File: src/sv/bba_pkg.sv
package bba_pkg;

    // sizing
    localparam int MAX_BLOCKS = 1024;
    localparam int MAX_RUN    = 64;
    localparam int BLK_W      = $clog2(MAX_BLOCKS);
    localparam int ROW_BITS   = 32;
    localparam int ROW_W      = $clog2(ROW_BITS);
    localparam int ROWS       = MAX_BLOCKS / ROW_BITS;
    localparam int ROW_AW     = BLK_W - ROW_W;
    localparam int CNT_W      = BLK_W + 1;
    localparam int RUN_SH     = $clog2(MAX_RUN);

    // divider operand widths
    localparam int DIV_N_W    = BLK_W;
    localparam int DIV_D_W    = 15;
    localparam int DIV_C_W    = $clog2(DIV_N_W + 1);

    // configuration port
    localparam int CFG_IDX_W  = 3;
    localparam int CFG_DATA_W = 11;
    localparam logic [CFG_IDX_W-1:0] CFG_TOTAL   = 3'd0;
    localparam logic [CFG_IDX_W-1:0] CFG_BSIZE   = 3'd1;
    localparam logic [CFG_IDX_W-1:0] CFG_WBITS   = 3'd2;
    localparam logic [CFG_IDX_W-1:0] CFG_HEADS   = 3'd3;
    localparam logic [CFG_IDX_W-1:0] CFG_SECTORS = 3'd4;

    // opcodes and result codes
    localparam logic OP_ALLOC = 1'b0;
    localparam logic OP_FREE  = 1'b1;
    localparam logic [2:0] ST_OK        = 3'd0;
    localparam logic [2:0] ST_NO_SPACE  = 3'd1;
    localparam logic [2:0] ST_TOO_LARGE = 3'd2;
    localparam logic [2:0] ST_EMPTY     = 3'd3;
    localparam logic [2:0] ST_BAD_FREE  = 3'd4;

    typedef struct packed {
        logic        opcode;
        logic [15:0] request_size_k;
        logic [9:0]  free_block;
    } in_item_t;

    typedef struct packed {
        logic [2:0]  status;
        logic [9:0]  block_number;
        logic [9:0]  word_index;
        logic [5:0]  bit_index;
        logic [9:0]  cylinder;
        logic [5:0]  head;
        logic [7:0]  sector;
        logic [10:0] free_count;
        logic        last;
    } out_item_t;

    typedef enum logic [1:0] {
        DIV_WORD,
        DIV_CYL,
        DIV_HEAD
    } div_sel_t;

    typedef enum logic [3:0] {
        S_IDLE,
        S_CHECK,
        S_RD,
        S_TEST,
        S_ERR,
        S_DW_GO,
        S_DW_WAIT,
        S_DC_GO,
        S_DC_WAIT,
        S_DH_GO,
        S_DH_WAIT,
        S_EMIT
    } state_t;

    typedef struct packed {
        logic     load;
        logic     rd_row;
        logic     set_bit;
        logic     clr_bit;
        logic     adv;
        logic     div_start;
        logic     div_cap;
        div_sel_t div_sel;
        logic     emit_ok;
        logic     emit_err;
    } cmd_t;

    typedef struct packed {
        logic is_free;
        logic alloc_err;
        logic free_bad;
        logic bit_used;
        logic div_done;
        logic last;
        logic out_free;
    } sts_t;

    // effective register values
    function automatic logic [10:0] eff_total(input logic [10:0] v);
        logic [10:0] r;
        r = v;
        if (v == 11'd0)
            r = 11'd1;
        else if (v > 11'(MAX_BLOCKS))
            r = 11'(MAX_BLOCKS);
        return r;
    endfunction

    function automatic logic [6:0] eff_64(input logic [6:0] v);
        logic [6:0] r;
        r = v;
        if (v == 7'd0)
            r = 7'd1;
        else if (v > 7'd64)
            r = 7'd64;
        return r;
    endfunction

    function automatic logic [6:0] eff_nz(input logic [6:0] v);
        return (v == 7'd0) ? 7'd1 : v;
    endfunction

    function automatic logic [8:0] eff_sp(input logic [8:0] v);
        logic [8:0] r;
        r = v;
        if (v == 9'd0)
            r = 9'd1;
        else if (v > 9'd256)
            r = 9'd256;
        return r;
    endfunction

endpackage

File: src/sv/bba_div.sv
module bba_div
    import bba_pkg::*;
(
    input  logic               clk,
    input  logic               rst_n,
    input  logic               start,
    input  logic [DIV_N_W-1:0] num,
    input  logic [DIV_D_W-1:0] den,
    output logic [DIV_N_W-1:0] quo,
    output logic [DIV_D_W-1:0] rem,
    output logic               done
);

    logic [DIV_N_W-1:0] quo_reg, quo_next;
    logic [DIV_D_W-1:0] rem_reg, rem_next;
    logic [DIV_D_W-1:0] den_reg;
    logic [DIV_C_W-1:0] cnt_reg;
    logic               busy_reg, done_reg;
    logic [DIV_D_W:0]   trial;

    // one restoring step per cycle
    always_comb
    begin
        trial = {rem_reg, quo_reg[DIV_N_W-1]};
        if (trial >= {1'b0, den_reg})
        begin
            rem_next = DIV_D_W'(trial - {1'b0, den_reg});
            quo_next = {quo_reg[DIV_N_W-2:0], 1'b1};
        end
        else
        begin
            rem_next = trial[DIV_D_W-1:0];
            quo_next = {quo_reg[DIV_N_W-2:0], 1'b0};
        end
    end

    // step control
    always_ff @(posedge clk or negedge rst_n)
    begin
        if (!rst_n)
        begin
            busy_reg <= 1'b0;
            done_reg <= 1'b0;
            cnt_reg  <= '0;
        end
        else if (start)
        begin
            busy_reg <= 1'b1;
            done_reg <= 1'b0;
            cnt_reg  <= '0;
        end
        else if (busy_reg)
        begin
            cnt_reg <= cnt_reg + 1'b1;
            if (cnt_reg == DIV_C_W'(DIV_N_W - 1))
            begin
                busy_reg <= 1'b0;
                done_reg <= 1'b1;
            end
        end
    end

    // operands
    always_ff @(posedge clk)
    begin
        if (start)
        begin
            quo_reg <= num;
            rem_reg <= '0;
            den_reg <= den;
        end
        else if (busy_reg)
        begin
            quo_reg <= quo_next;
            rem_reg <= rem_next;
        end
    end

    assign quo  = quo_reg;
    assign rem  = rem_reg;
    assign done = done_reg;

endmodule

File: src/sv/bba_dp.sv
module bba_dp
    import bba_pkg::*;
(
    input  logic                  clk,
    input  logic                  rst_n,
    input  cmd_t                  cmd,
    output sts_t                  sts,
    input  in_item_t              in_data,
    input  logic                  cfg_we,
    input  logic [CFG_IDX_W-1:0]  cfg_index,
    input  logic [CFG_DATA_W-1:0] cfg_data,
    output logic                  out_valid,
    input  logic                  out_stall,
    output out_item_t             out_data
);

    // configuration and counters
    logic [10:0] tot_reg;
    logic [6:0]  bs_reg, wb_reg, hd_reg;
    logic [8:0]  sp_reg;
    logic [CNT_W-1:0] free_cnt_reg;
    logic [ROWS-1:0]  row_vld_reg;

    // item state
    logic              op_reg, last_reg;
    logic [15:0]       remain_reg;
    logic [BLK_W-1:0]  blk_reg;
    logic [17:0]       cap_reg;
    logic [DIV_D_W-1:0] cyl_reg;

    // location fields
    logic [9:0] word_reg, cylq_reg, remc_reg;
    logic [5:0] bitx_reg, head_reg;
    logic [7:0] sect_reg;

    // bitmap memory
    logic [ROW_BITS-1:0] mem [ROWS];
    logic [ROW_BITS-1:0] rdata_reg, wdata, mask;
    logic [ROW_AW-1:0]   row_addr;
    logic                wr_en;

    // output register
    out_item_t out_reg;
    logic      out_vld_reg;

    // effective values
    logic [10:0] tot_eff;
    logic [6:0]  bs_eff, wb_eff, hd_eff;
    logic [8:0]  sp_eff;
    logic        empty, no_space, too_large;
    logic [2:0]  err_code;

    // divider
    logic [DIV_N_W-1:0] div_num, div_quo;
    logic [DIV_D_W-1:0] div_den, div_rem;
    logic               div_done;

    assign tot_eff = eff_total(tot_reg);
    assign bs_eff  = eff_nz(bs_reg);
    assign wb_eff  = eff_64(wb_reg);
    assign hd_eff  = eff_64(hd_reg);
    assign sp_eff  = eff_sp(sp_reg);

    // configuration registers and free count
    always_ff @(posedge clk or negedge rst_n)
    begin
        if (!rst_n)
        begin
            tot_reg      <= 11'(MAX_BLOCKS);
            bs_reg       <= 7'd1;
            wb_reg       <= 7'd32;
            hd_reg       <= 7'd4;
            sp_reg       <= 9'd8;
            free_cnt_reg <= CNT_W'(MAX_BLOCKS);
            row_vld_reg  <= '0;
        end
        else
        begin
            if (cfg_we)
            begin
                case (cfg_index)
                    CFG_TOTAL:
                    begin
                        tot_reg      <= cfg_data;
                        free_cnt_reg <= CNT_W'(eff_total(cfg_data));
                        row_vld_reg  <= '0;
                    end
                    CFG_BSIZE:   bs_reg <= cfg_data[6:0];
                    CFG_WBITS:   wb_reg <= cfg_data[6:0];
                    CFG_HEADS:   hd_reg <= cfg_data[6:0];
                    CFG_SECTORS: sp_reg <= cfg_data[8:0];
                    default:     ;
                endcase
            end
            else
            begin
                if (cmd.set_bit)
                    free_cnt_reg <= free_cnt_reg - 1'b1;
                else if (cmd.clr_bit)
                    free_cnt_reg <= free_cnt_reg + 1'b1;
                if (wr_en)
                    row_vld_reg[row_addr] <= 1'b1;
            end
        end
    end

    // capacity and cylinder size, registered from their operands
    always_ff @(posedge clk)
    begin
        cap_reg <= 18'(free_cnt_reg) * 18'(bs_eff);
        cyl_reg <= DIV_D_W'(hd_eff) * DIV_D_W'(sp_eff);
    end

    // item registers
    always_ff @(posedge clk)
    begin
        if (cmd.load)
        begin
            op_reg     <= in_data.opcode;
            remain_reg <= in_data.request_size_k;
            blk_reg    <= (in_data.opcode == OP_FREE) ? in_data.free_block : '0;
            last_reg   <= (in_data.opcode == OP_FREE);
        end
        else
        begin
            if (cmd.adv)
                blk_reg <= blk_reg + 1'b1;
            if (cmd.set_bit)
            begin
                last_reg   <= (remain_reg <= 16'(bs_eff));
                remain_reg <= remain_reg - 16'(bs_eff);
            end
        end
    end

    // bitmap row access
    assign row_addr = blk_reg[BLK_W-1:ROW_W];
    assign mask     = ROW_BITS'(1) << blk_reg[ROW_W-1:0];
    assign wr_en    = cmd.set_bit | cmd.clr_bit;
    assign wdata    = cmd.set_bit ? (rdata_reg | mask) : (rdata_reg & ~mask);

    always_ff @(posedge clk)
    begin
        if (wr_en)
        begin
            mem[row_addr] <= wdata;
            rdata_reg     <= wdata;
        end
        else if (cmd.rd_row)
        begin
            rdata_reg <= row_vld_reg[row_addr] ? mem[row_addr] : '0;
        end
    end

    // request checks
    assign empty     = (remain_reg == 16'd0);
    assign no_space  = ({2'b0, remain_reg} > cap_reg);
    assign too_large = (remain_reg > 16'({bs_eff, RUN_SH'(0)}));

    always_comb
    begin
        if (op_reg == OP_FREE)
            err_code = ST_BAD_FREE;
        else if (empty)
            err_code = ST_EMPTY;
        else if (no_space)
            err_code = ST_NO_SPACE;
        else
            err_code = ST_TOO_LARGE;
    end

    // divider operand selection
    always_comb
    begin
        case (cmd.div_sel)
            DIV_WORD:
            begin
                div_num = blk_reg;
                div_den = DIV_D_W'(wb_eff);
            end
            DIV_CYL:
            begin
                div_num = blk_reg;
                div_den = cyl_reg;
            end
            DIV_HEAD:
            begin
                div_num = remc_reg;
                div_den = DIV_D_W'(sp_eff);
            end
            default:
            begin
                div_num = blk_reg;
                div_den = DIV_D_W'(wb_eff);
            end
        endcase
    end

    bba_div u_div (
        .clk   (clk),
        .rst_n (rst_n),
        .start (cmd.div_start),
        .num   (div_num),
        .den   (div_den),
        .quo   (div_quo),
        .rem   (div_rem),
        .done  (div_done)
    );

    // capture quotient and remainder
    always_ff @(posedge clk)
    begin
        if (cmd.div_cap)
        begin
            case (cmd.div_sel)
                DIV_WORD:
                begin
                    word_reg <= div_quo;
                    bitx_reg <= div_rem[5:0];
                end
                DIV_CYL:
                begin
                    cylq_reg <= div_quo;
                    remc_reg <= div_rem[9:0];
                end
                DIV_HEAD:
                begin
                    head_reg <= div_quo[5:0];
                    sect_reg <= div_rem[7:0];
                end
                default: ;
            endcase
        end
    end

    // result register
    always_ff @(posedge clk or negedge rst_n)
    begin
        if (!rst_n)
            out_vld_reg <= 1'b0;
        else if (cmd.emit_ok || cmd.emit_err)
            out_vld_reg <= 1'b1;
        else if (!out_stall)
            out_vld_reg <= 1'b0;
    end

    always_ff @(posedge clk)
    begin
        if (cmd.emit_ok)
        begin
            out_reg.status       <= ST_OK;
            out_reg.block_number <= blk_reg;
            out_reg.word_index   <= word_reg;
            out_reg.bit_index    <= bitx_reg;
            out_reg.cylinder     <= cylq_reg;
            out_reg.head         <= head_reg;
            out_reg.sector       <= sect_reg;
            out_reg.free_count   <= free_cnt_reg;
            out_reg.last         <= last_reg;
        end
        else if (cmd.emit_err)
        begin
            out_reg.status       <= err_code;
            out_reg.block_number <= (op_reg == OP_FREE) ? blk_reg : '0;
            out_reg.word_index   <= '0;
            out_reg.bit_index    <= '0;
            out_reg.cylinder     <= '0;
            out_reg.head         <= '0;
            out_reg.sector       <= '0;
            out_reg.free_count   <= free_cnt_reg;
            out_reg.last         <= 1'b1;
        end
    end

    assign out_valid = out_vld_reg;
    assign out_data  = out_reg;

    // status to the controller
    assign sts.is_free   = (op_reg == OP_FREE);
    assign sts.alloc_err = empty | no_space | too_large;
    assign sts.bit_used  = rdata_reg[blk_reg[ROW_W-1:0]];
    assign sts.free_bad  = ({1'b0, blk_reg} >= tot_eff) | ~rdata_reg[blk_reg[ROW_W-1:0]];
    assign sts.div_done  = div_done;
    assign sts.last      = last_reg;
    assign sts.out_free  = ~out_vld_reg | ~out_stall;

endmodule

File: src/sv/bba_ctrl.sv
module bba_ctrl
    import bba_pkg::*;
(
    input  logic clk,
    input  logic rst_n,
    input  logic in_valid,
    output logic in_ready,
    input  sts_t sts,
    output cmd_t cmd
);

    state_t state_reg, state_next;

    always_ff @(posedge clk or negedge rst_n)
    begin
        if (!rst_n)
            state_reg <= S_IDLE;
        else
            state_reg <= state_next;
    end

    // next state
    always_comb
    begin
        state_next = state_reg;
        case (state_reg)
            S_IDLE:
                if (in_valid)
                    state_next = S_CHECK;
            S_CHECK:
                if (!sts.is_free && sts.alloc_err)
                    state_next = S_ERR;
                else
                    state_next = S_RD;
            S_RD:
                state_next = S_TEST;
            S_TEST:
                if (sts.is_free)
                    state_next = sts.free_bad ? S_ERR : S_DW_GO;
                else
                    state_next = sts.bit_used ? S_RD : S_DW_GO;
            S_ERR:
                if (sts.out_free)
                    state_next = S_IDLE;
            S_DW_GO:
                state_next = S_DW_WAIT;
            S_DW_WAIT:
                if (sts.div_done)
                    state_next = S_DC_GO;
            S_DC_GO:
                state_next = S_DC_WAIT;
            S_DC_WAIT:
                if (sts.div_done)
                    state_next = S_DH_GO;
            S_DH_GO:
                state_next = S_DH_WAIT;
            S_DH_WAIT:
                if (sts.div_done)
                    state_next = S_EMIT;
            S_EMIT:
                if (sts.out_free)
                    state_next = sts.last ? S_IDLE : S_RD;
            default:
                state_next = S_IDLE;
        endcase
    end

    // commands
    always_comb
    begin
        cmd         = '0;
        cmd.div_sel = DIV_WORD;
        in_ready    = 1'b0;
        case (state_reg)
            S_IDLE:
            begin
                in_ready = 1'b1;
                cmd.load = in_valid;
            end
            S_RD:
                cmd.rd_row = 1'b1;
            S_TEST:
                if (sts.is_free)
                    cmd.clr_bit = ~sts.free_bad;
                else if (sts.bit_used)
                    cmd.adv = 1'b1;
                else
                    cmd.set_bit = 1'b1;
            S_ERR:
                cmd.emit_err = sts.out_free;
            S_DW_GO:
                cmd.div_start = 1'b1;
            S_DW_WAIT:
                cmd.div_cap = sts.div_done;
            S_DC_GO:
            begin
                cmd.div_sel   = DIV_CYL;
                cmd.div_start = 1'b1;
            end
            S_DC_WAIT:
            begin
                cmd.div_sel = DIV_CYL;
                cmd.div_cap = sts.div_done;
            end
            S_DH_GO:
            begin
                cmd.div_sel   = DIV_HEAD;
                cmd.div_start = 1'b1;
            end
            S_DH_WAIT:
            begin
                cmd.div_sel = DIV_HEAD;
                cmd.div_cap = sts.div_done;
            end
            S_EMIT:
            begin
                cmd.emit_ok = sts.out_free;
                cmd.adv     = sts.out_free & ~sts.last;
            end
            default: ;
        endcase
    end

endmodule

File: src/sv/bitmap_block_allocator_unit.sv
// channel   dir  handshake           payload
// in        in   in_valid/in_stall   in_data    (in_item_t)
// out       out  out_valid/out_stall out_data   (out_item_t)
// cfg       in   cfg_we              cfg_index, cfg_data
//
// one item at a time; a free tests its bit and clears it, an allocate reads the
// row of each block from block zero, skips used blocks and sets one per block handed out
// each result is located by the shared 10-step divider run three times (word,
// cylinder, head); a rejected request and a bad free give one error result
// reset (and a total_blocks write) clears the bitmap at once via row valid bits
// out_stall only holds the result register; the next result waits behind it
module bitmap_block_allocator_unit
    import bba_pkg::*;
(
    input  logic                  clk,
    input  logic                  rst_n,
    input  logic                  in_valid,
    output logic                  in_stall,
    input  in_item_t              in_data,
    output logic                  out_valid,
    input  logic                  out_stall,
    output out_item_t             out_data,
    input  logic                  cfg_we,
    input  logic [CFG_IDX_W-1:0]  cfg_index,
    input  logic [CFG_DATA_W-1:0] cfg_data
);

    cmd_t cmd;
    sts_t sts;
    logic in_ready;

    assign in_stall = ~in_ready;

    bba_ctrl u_ctrl (
        .clk      (clk),
        .rst_n    (rst_n),
        .in_valid (in_valid),
        .in_ready (in_ready),
        .sts      (sts),
        .cmd      (cmd)
    );

    bba_dp u_dp (
        .clk       (clk),
        .rst_n     (rst_n),
        .cmd       (cmd),
        .sts       (sts),
        .in_data   (in_data),
        .cfg_we    (cfg_we),
        .cfg_index (cfg_index),
        .cfg_data  (cfg_data),
        .out_valid (out_valid),
        .out_stall (out_stall),
        .out_data  (out_data)
    );

    // when idle, any waiting result closes its item
    a_idle_last: assert property (@(posedge clk) disable iff (!rst_n)
        !in_stall |-> (!out_valid || out_data.last))
        else $error("idle with an unfinished item");

    // every error result is the last one
    a_err_last: assert property (@(posedge clk) disable iff (!rst_n)
        (out_valid && out_data.status != ST_OK) |-> out_data.last)
        else $error("error result not last");

    // rejected allocations carry no block
    a_err_blk: assert property (@(posedge clk) disable iff (!rst_n)
        (out_valid && out_data.status != ST_OK && out_data.status != ST_BAD_FREE)
            |-> (out_data.block_number == '0 && out_data.word_index == '0))
        else $error("rejected allocation carries a location");

endmodule

File: config.mk
export PLATFORM = sky130hd
export DESIGN_NAME = bitmap_block_allocator_unit
export DESIGN_NICKNAME = d
export VERILOG_FILES = /design/src/sv/bba_pkg.sv /design/src/sv/bba_div.sv /design/src/sv/bba_dp.sv /design/src/sv/bba_ctrl.sv /design/src/sv/bitmap_block_allocator_unit.sv
export SDC_FILE = /design/constraint.sdc
export NUM_CORES = 2
export LEC_CHECK = 0
export BUFFER_PORTS_ARGS = -buffer_cell sky130_fd_sc_hd__buf_2
export CORE_MARGIN = 2
export CORE_UTILIZATION = 40
export DETAILED_ROUTE_END_ITERATION = 8
export SLEW_MARGIN = 20
export SYNTH_ARGS = -nofsm -noshare
export SYNTH_HDL_FRONTEND = slang
export SYNTH_HIERARCHICAL = 1
export SYNTH_SLANG_ARGS = --single-unit
File: constraint.sdc
create_clock -name clk -period 13.3 [get_ports clk]
set_clock_uncertainty 0.2 [all_clocks]
set_input_delay 1.33 -clock clk [delete_from_list [all_inputs] [get_ports clk]]
set_output_delay 1.33 -clock clk [all_outputs]
set_load 0.05 [all_outputs]
### Word level (Yosys, flattened, before mapping)

Memories as Yosys holds them, arrays and structs flattened. A register that Yosys moved wholly into a read port is not among the register bits.
Index checks and enable logic that the tools add are counted.

* $add $sub $neg: 6
* $mul: 2
* magnitude comparators: 13
* equal/unequal tests: 26
* shift-type cells: 1
* muxes and demuxes: 87
* bitwise gates (word level): 16
* reductions and logical operators: 38

Operators by type and width (count)
* 2-to-1 mux 32 bit: 7
* 2-to-1 mux 62 bit: 2
* 2-to-1 mux 11 bit: 8
* 2-to-1 mux 10 bit: 7
* bitwise OR 32 bit: 2
* case mux 4 bit (12 select lines): 1
* 2-to-1 mux 4 bit: 9
* 2-to-1 mux 7 bit: 5
* AND 32 bit: 1
* 2-to-1 mux 16 bit: 2
* inverter 32 bit: 1
* << shifter 1 x 5 -> 32 bit, first input constant: 1
* case mux 15 bit (2 select lines): 1
* 2-to-1 mux 1 bit: 29
* > comparator 11 bit, second input constant: 2
* logical NOT 11 bit: 2
* AND reduction 2 bit: 11
* logical NOT 7 bit: 3
* == test 4 bit, second input constant: 5
* > comparator 16 x 18 -> 1 bit: 1
* multiplier 11 x 7 -> 18 bit: 1
* 2-to-1 mux 9 bit: 2
* == test 4 x 3 -> 1 bit, second input constant: 4
* >= comparator 16 x 15 -> 1 bit: 1
* 47 further kinds: 81

* flip-flop bits (word level): 343
* bits in writable memories: 1024
* input bits: 46
* output and inout port bits: 67
* logic and storage cells: 227
* memories kept: 1

Memory list
* u_dp.mem: depth 32, width 32, rd ports 1, clocked after memory_dff 1, write ports 1, RTL line bba_dp.sv:37 `logic [ROW_BITS-1:0] mem [ROWS];`

### Depth between registers and ports, before layout

* depth in word-level cells: 11
* depth in mapped cells: 19
* mapped depth without buffers: 19

### By module

Netlist, hierarchy kept.

Modules (own cells, without submodules)
* bba_dp: times used 1, cells an instance 3399, area an instance 57312.5 um2, sequential area each 38869.8 um2
* bba_div: times used 1, cells an instance 273, area an instance 2715.1 um2, sequential area each 1201.2 um2
* bba_ctrl: times used 1, cells an instance 69, area an instance 490.5 um2, sequential area each 100.1 um2
* bitmap_block_allocator_unit: times used 1, cells an instance 1, area an instance 3.8 um2, sequential area each 0.0 um2

### Least setup slack after synthesis

No wires, ideal clock.

* kind: register to register
* start point: register u_dp.blk_reg[0]
* end point: memory u_dp.mem[0][10], data pin
* library setup time: 0.478 ns
* arrival time: 4.902 ns
* required time: 12.622 ns
* setup slack: 7.720 ns
* stages on the path, launching flop included: 10
* buffers on the path: 2
* period minus slack after synthesis: 5.580 ns
* path through: edfxtp_1 -> buf_4 -> mux4_2 -> mux4_2 -> nand2_1 -> nand2_1 -> nor3_1 -> clkinv_1 -> clkbuf_1 -> o31ai_1

RTL lines
* start, declared: RTL line bba_dp.sv:27 `logic [BLK_W-1:0] blk_reg;`
* start signal, assigned: RTL line bba_dp.sv:121 `blk_reg <= (in_data.opcode == OP_FREE) ? in_data.free_block : '0;`
* start signal, assigned: RTL line bba_dp.sv:127 `blk_reg <= blk_reg + 1'b1;`
* end, declared: RTL line bba_dp.sv:37

==> results_dict.tcl <==
set metrics [dict create \
    setup-tns-final_ns 0 \
    gp_congestion 0.857 \
    synthArstFlopShare_pct 6.92 \
    dr.pass1.iters 6 \
    ys.flop_type "edfxtp_1" \
    cts_tree "yes" \
    leakagePower_nw 23.6 \
    start_util_pct 40.4 \
    synthCells 3742 \
    clk_path_buf_depth 3 \
    avgSynthCellArea_um2 16.2 \
    core_um2 150000 \
    peakVddDrop_mv 0.209 \
    ioPinCount 113 \
    period_share_pct 46.1 \
    fillers 12989 \
    drc 0 \
    synthTopCellsByArea "edfxtp_1, mux4_2, dfrtp_1" \
    wl_um 152000 \
    yosysWarnings 6 \
    first_global_vias 33484 \
    postRouteAntennaNets 0 \
    clk_pin_slew_ns 0.06 \
    power.switching_mw 6.23 \
    largest-register "u_dp/mem" \
    yosys.area.top_type_share_pct 60.6 \
    fin_crit_ns 6.13 \
    hold_viol_final 0 \
    internal-power_mw 10.4 \
    clkLatencyLatePin_ns 0.78 \
    route.detailed.wl_per_inst_um 25.1 \
    numCtsBuffers 149 \
    final_nets 4181 \
    cts_root_buffer "clkbuf_16" \
    dieArea_um2 154000 \
    synth_edf_count 1221 \
    worst_pin_slew_ns 1.11 \
    synth-seq-cells 1372 \
    largest_reg_flops 1024 \
    grt_start_max_net_pins 108 \
    ys_seq_area_share_pct 66.4 \
    viasPerCell 5.58 \
    placed_cells 5777 \
    seq_area_um2 40200 \
    cp.required_ns 13.48 \
    die_w_um 393 \
    cp.arrival_ns 6.31 \
    power.share.sequential_pct 36.3 \
    finalSetupViolations 0 \
    max_cap_viol_count 0 \
    post-cts-setup-buffers 0 \
    p_sw_share_pct 37.4 \
    synth_top_area_cell "edfxtp_1" \
    layoutNonFillerInstCount 6048 \
    antenna_found_initial 9 \
    area_growth_pct 13.4 \
    rrSetupSlack_ns 7.17 \
    start_kind "register" \
    clkSinkCount 1372 \
    synth.distinct_cells 94 \
    port_buffers 112 \
    grt_remaining_overflow 0 \
    layout-drive-gt1-share_pct 21.5 \
    endpoint_kind "register" \
    comb_power_share_pct 40.4 \
    yosysMostFrequentCell "edfxtp_1" \
    dp_hpwl_um 94000 \
    die_y_um 393 \
    maxSlewViolCount 0 \
    power.density_nw_per_um2 243 \
    num_rows 142 \
    hold_path.class "reg2reg" \
    syn_nets 4011 \
    pwr-share-clk_pct 23.3 \
    status "complete, no violations" \
    cts.hold.buffers_added 0 \
    synth.cell_area_um2 60500 \
    critical_path_class "reg2reg" \
    drtIter0Drc 3346 \
    cts_resized 0 \
    crit_fanout 35 \
    grt_pass1_wl_um 224000 \
    h-tree-depth 4 \
    num_vias 33734 \
    rsz0062_at_grt "no" \
    max_slew_margin_pct 25.6 \
    multi_input_area_um2 19400 \
    fmax_ghz 0.163 \
    synth_commonest_cells "edfxtp_1, mux4_2, nand2_1" \
    grt_usage_pct 19.8 \
]
## critical path, stage by stage (launching register included)
cell	delay (ns)
edfxtp_1	0.78
mux4_2	0.60
mux4_2	0.49
nand2_1	0.08
nand2_1	0.16
nor3_2	0.87
or2_2	0.68
nand3_1	0.77
nor2_4	1.09
## cell families (layout without fill, tap and decap cells)
group | after synthesis | in the layout | synth area share [%]
other cells | 0 | 2 | 0
fa+ha+maj | 223 | 223 | 5.60
xor+xnor | 54 | 54 | 0.781
compound gates | 537 | 537 | 5.98
buf+inv | 364 | 652 | 2.59
mux | 405 | 405 | 12.3
simple gates | 787 | 787 | 6.34
flops | 1372 | 1372 | 66.4
## through the flow
stage                     hold slack, ns  instance area, um2  worst slack [ns]  power (mW)  util, %
after floorplan                    0.241               60500              7.72        10.8        -
after global placement             0.253               64000              7.26        12.8     42.7
after detailed placement           0.265               64000              7.16        12.9     42.7
after CTS                          0.237               68600              7.17        16.8     45.8
after global routing               0.275               68600              6.80        17.7     45.8
final                              0.273               68600              7.17        16.7     45.8
## per-layer routing
layer	routed length [um]	GRT usage (%)	vias to the layer above
li1	-	-	14822
met1	63900	27.4	17462
met2	71300	31.0	1181
met3	12100	4.49	261
met4	4470	6.49	8
met5	50	0	-
## cell usage in the layout (no fill, tap or decap), drive strengths merged, types with 80 or more instances in the layout
cell type,synthesis,final
buf,88,198
fa,80,80
inv,182,189
edfxtp,1221,1221
o21ai,142,142
and2,103,103
nor2,178,178
a21oi,97,97
nand2,265,265
mux4,265,265
clkbuf,91,191
dfrtp,89,89
ha,143,143
## power by group through the flow
stage               clock network [mW]  logic [mW]  registers (mW)
floorplan                            0        4.80            6.01
global placement                     0        6.69            6.13
detailed placement                   0        6.74            6.14
CTS                               3.97        6.77            6.05
global route                      4.13        7.44            6.10
finish                            3.89        6.73            6.05
## cell type report
class	instances	share of cell area [%]
clock buffers	191	5.73
inverters	185	1.01
repair buffers	198	1.81
diodes	2	0.00729
well taps	2016	3.67
multi-input cells	2006	28.2
flip-flops and latches	1372	58.5
clock inverters	78	0.986
## worst paths after layout
kind	startpoint	to	cells past startpoint
max	u_dp/blk_reg[0]	u_dp/mem[11][24]	8
min	u_dp/u_div/rem[14]	u_dp/u_div/rem[14]	2
max reg2reg	u_dp/blk_reg[0]	u_dp/mem[11][24]	8
min reg2reg	u_dp/u_div/rem[14]	u_dp/u_div/rem[14]	2
max in group asynchronous	rst_n	u_dp/bs_reg[6]	2
min in group asynchronous	rst_n	u_dp/u_div/busy_reg	1
Note: power is estimated with default switching activity, not from simulation.
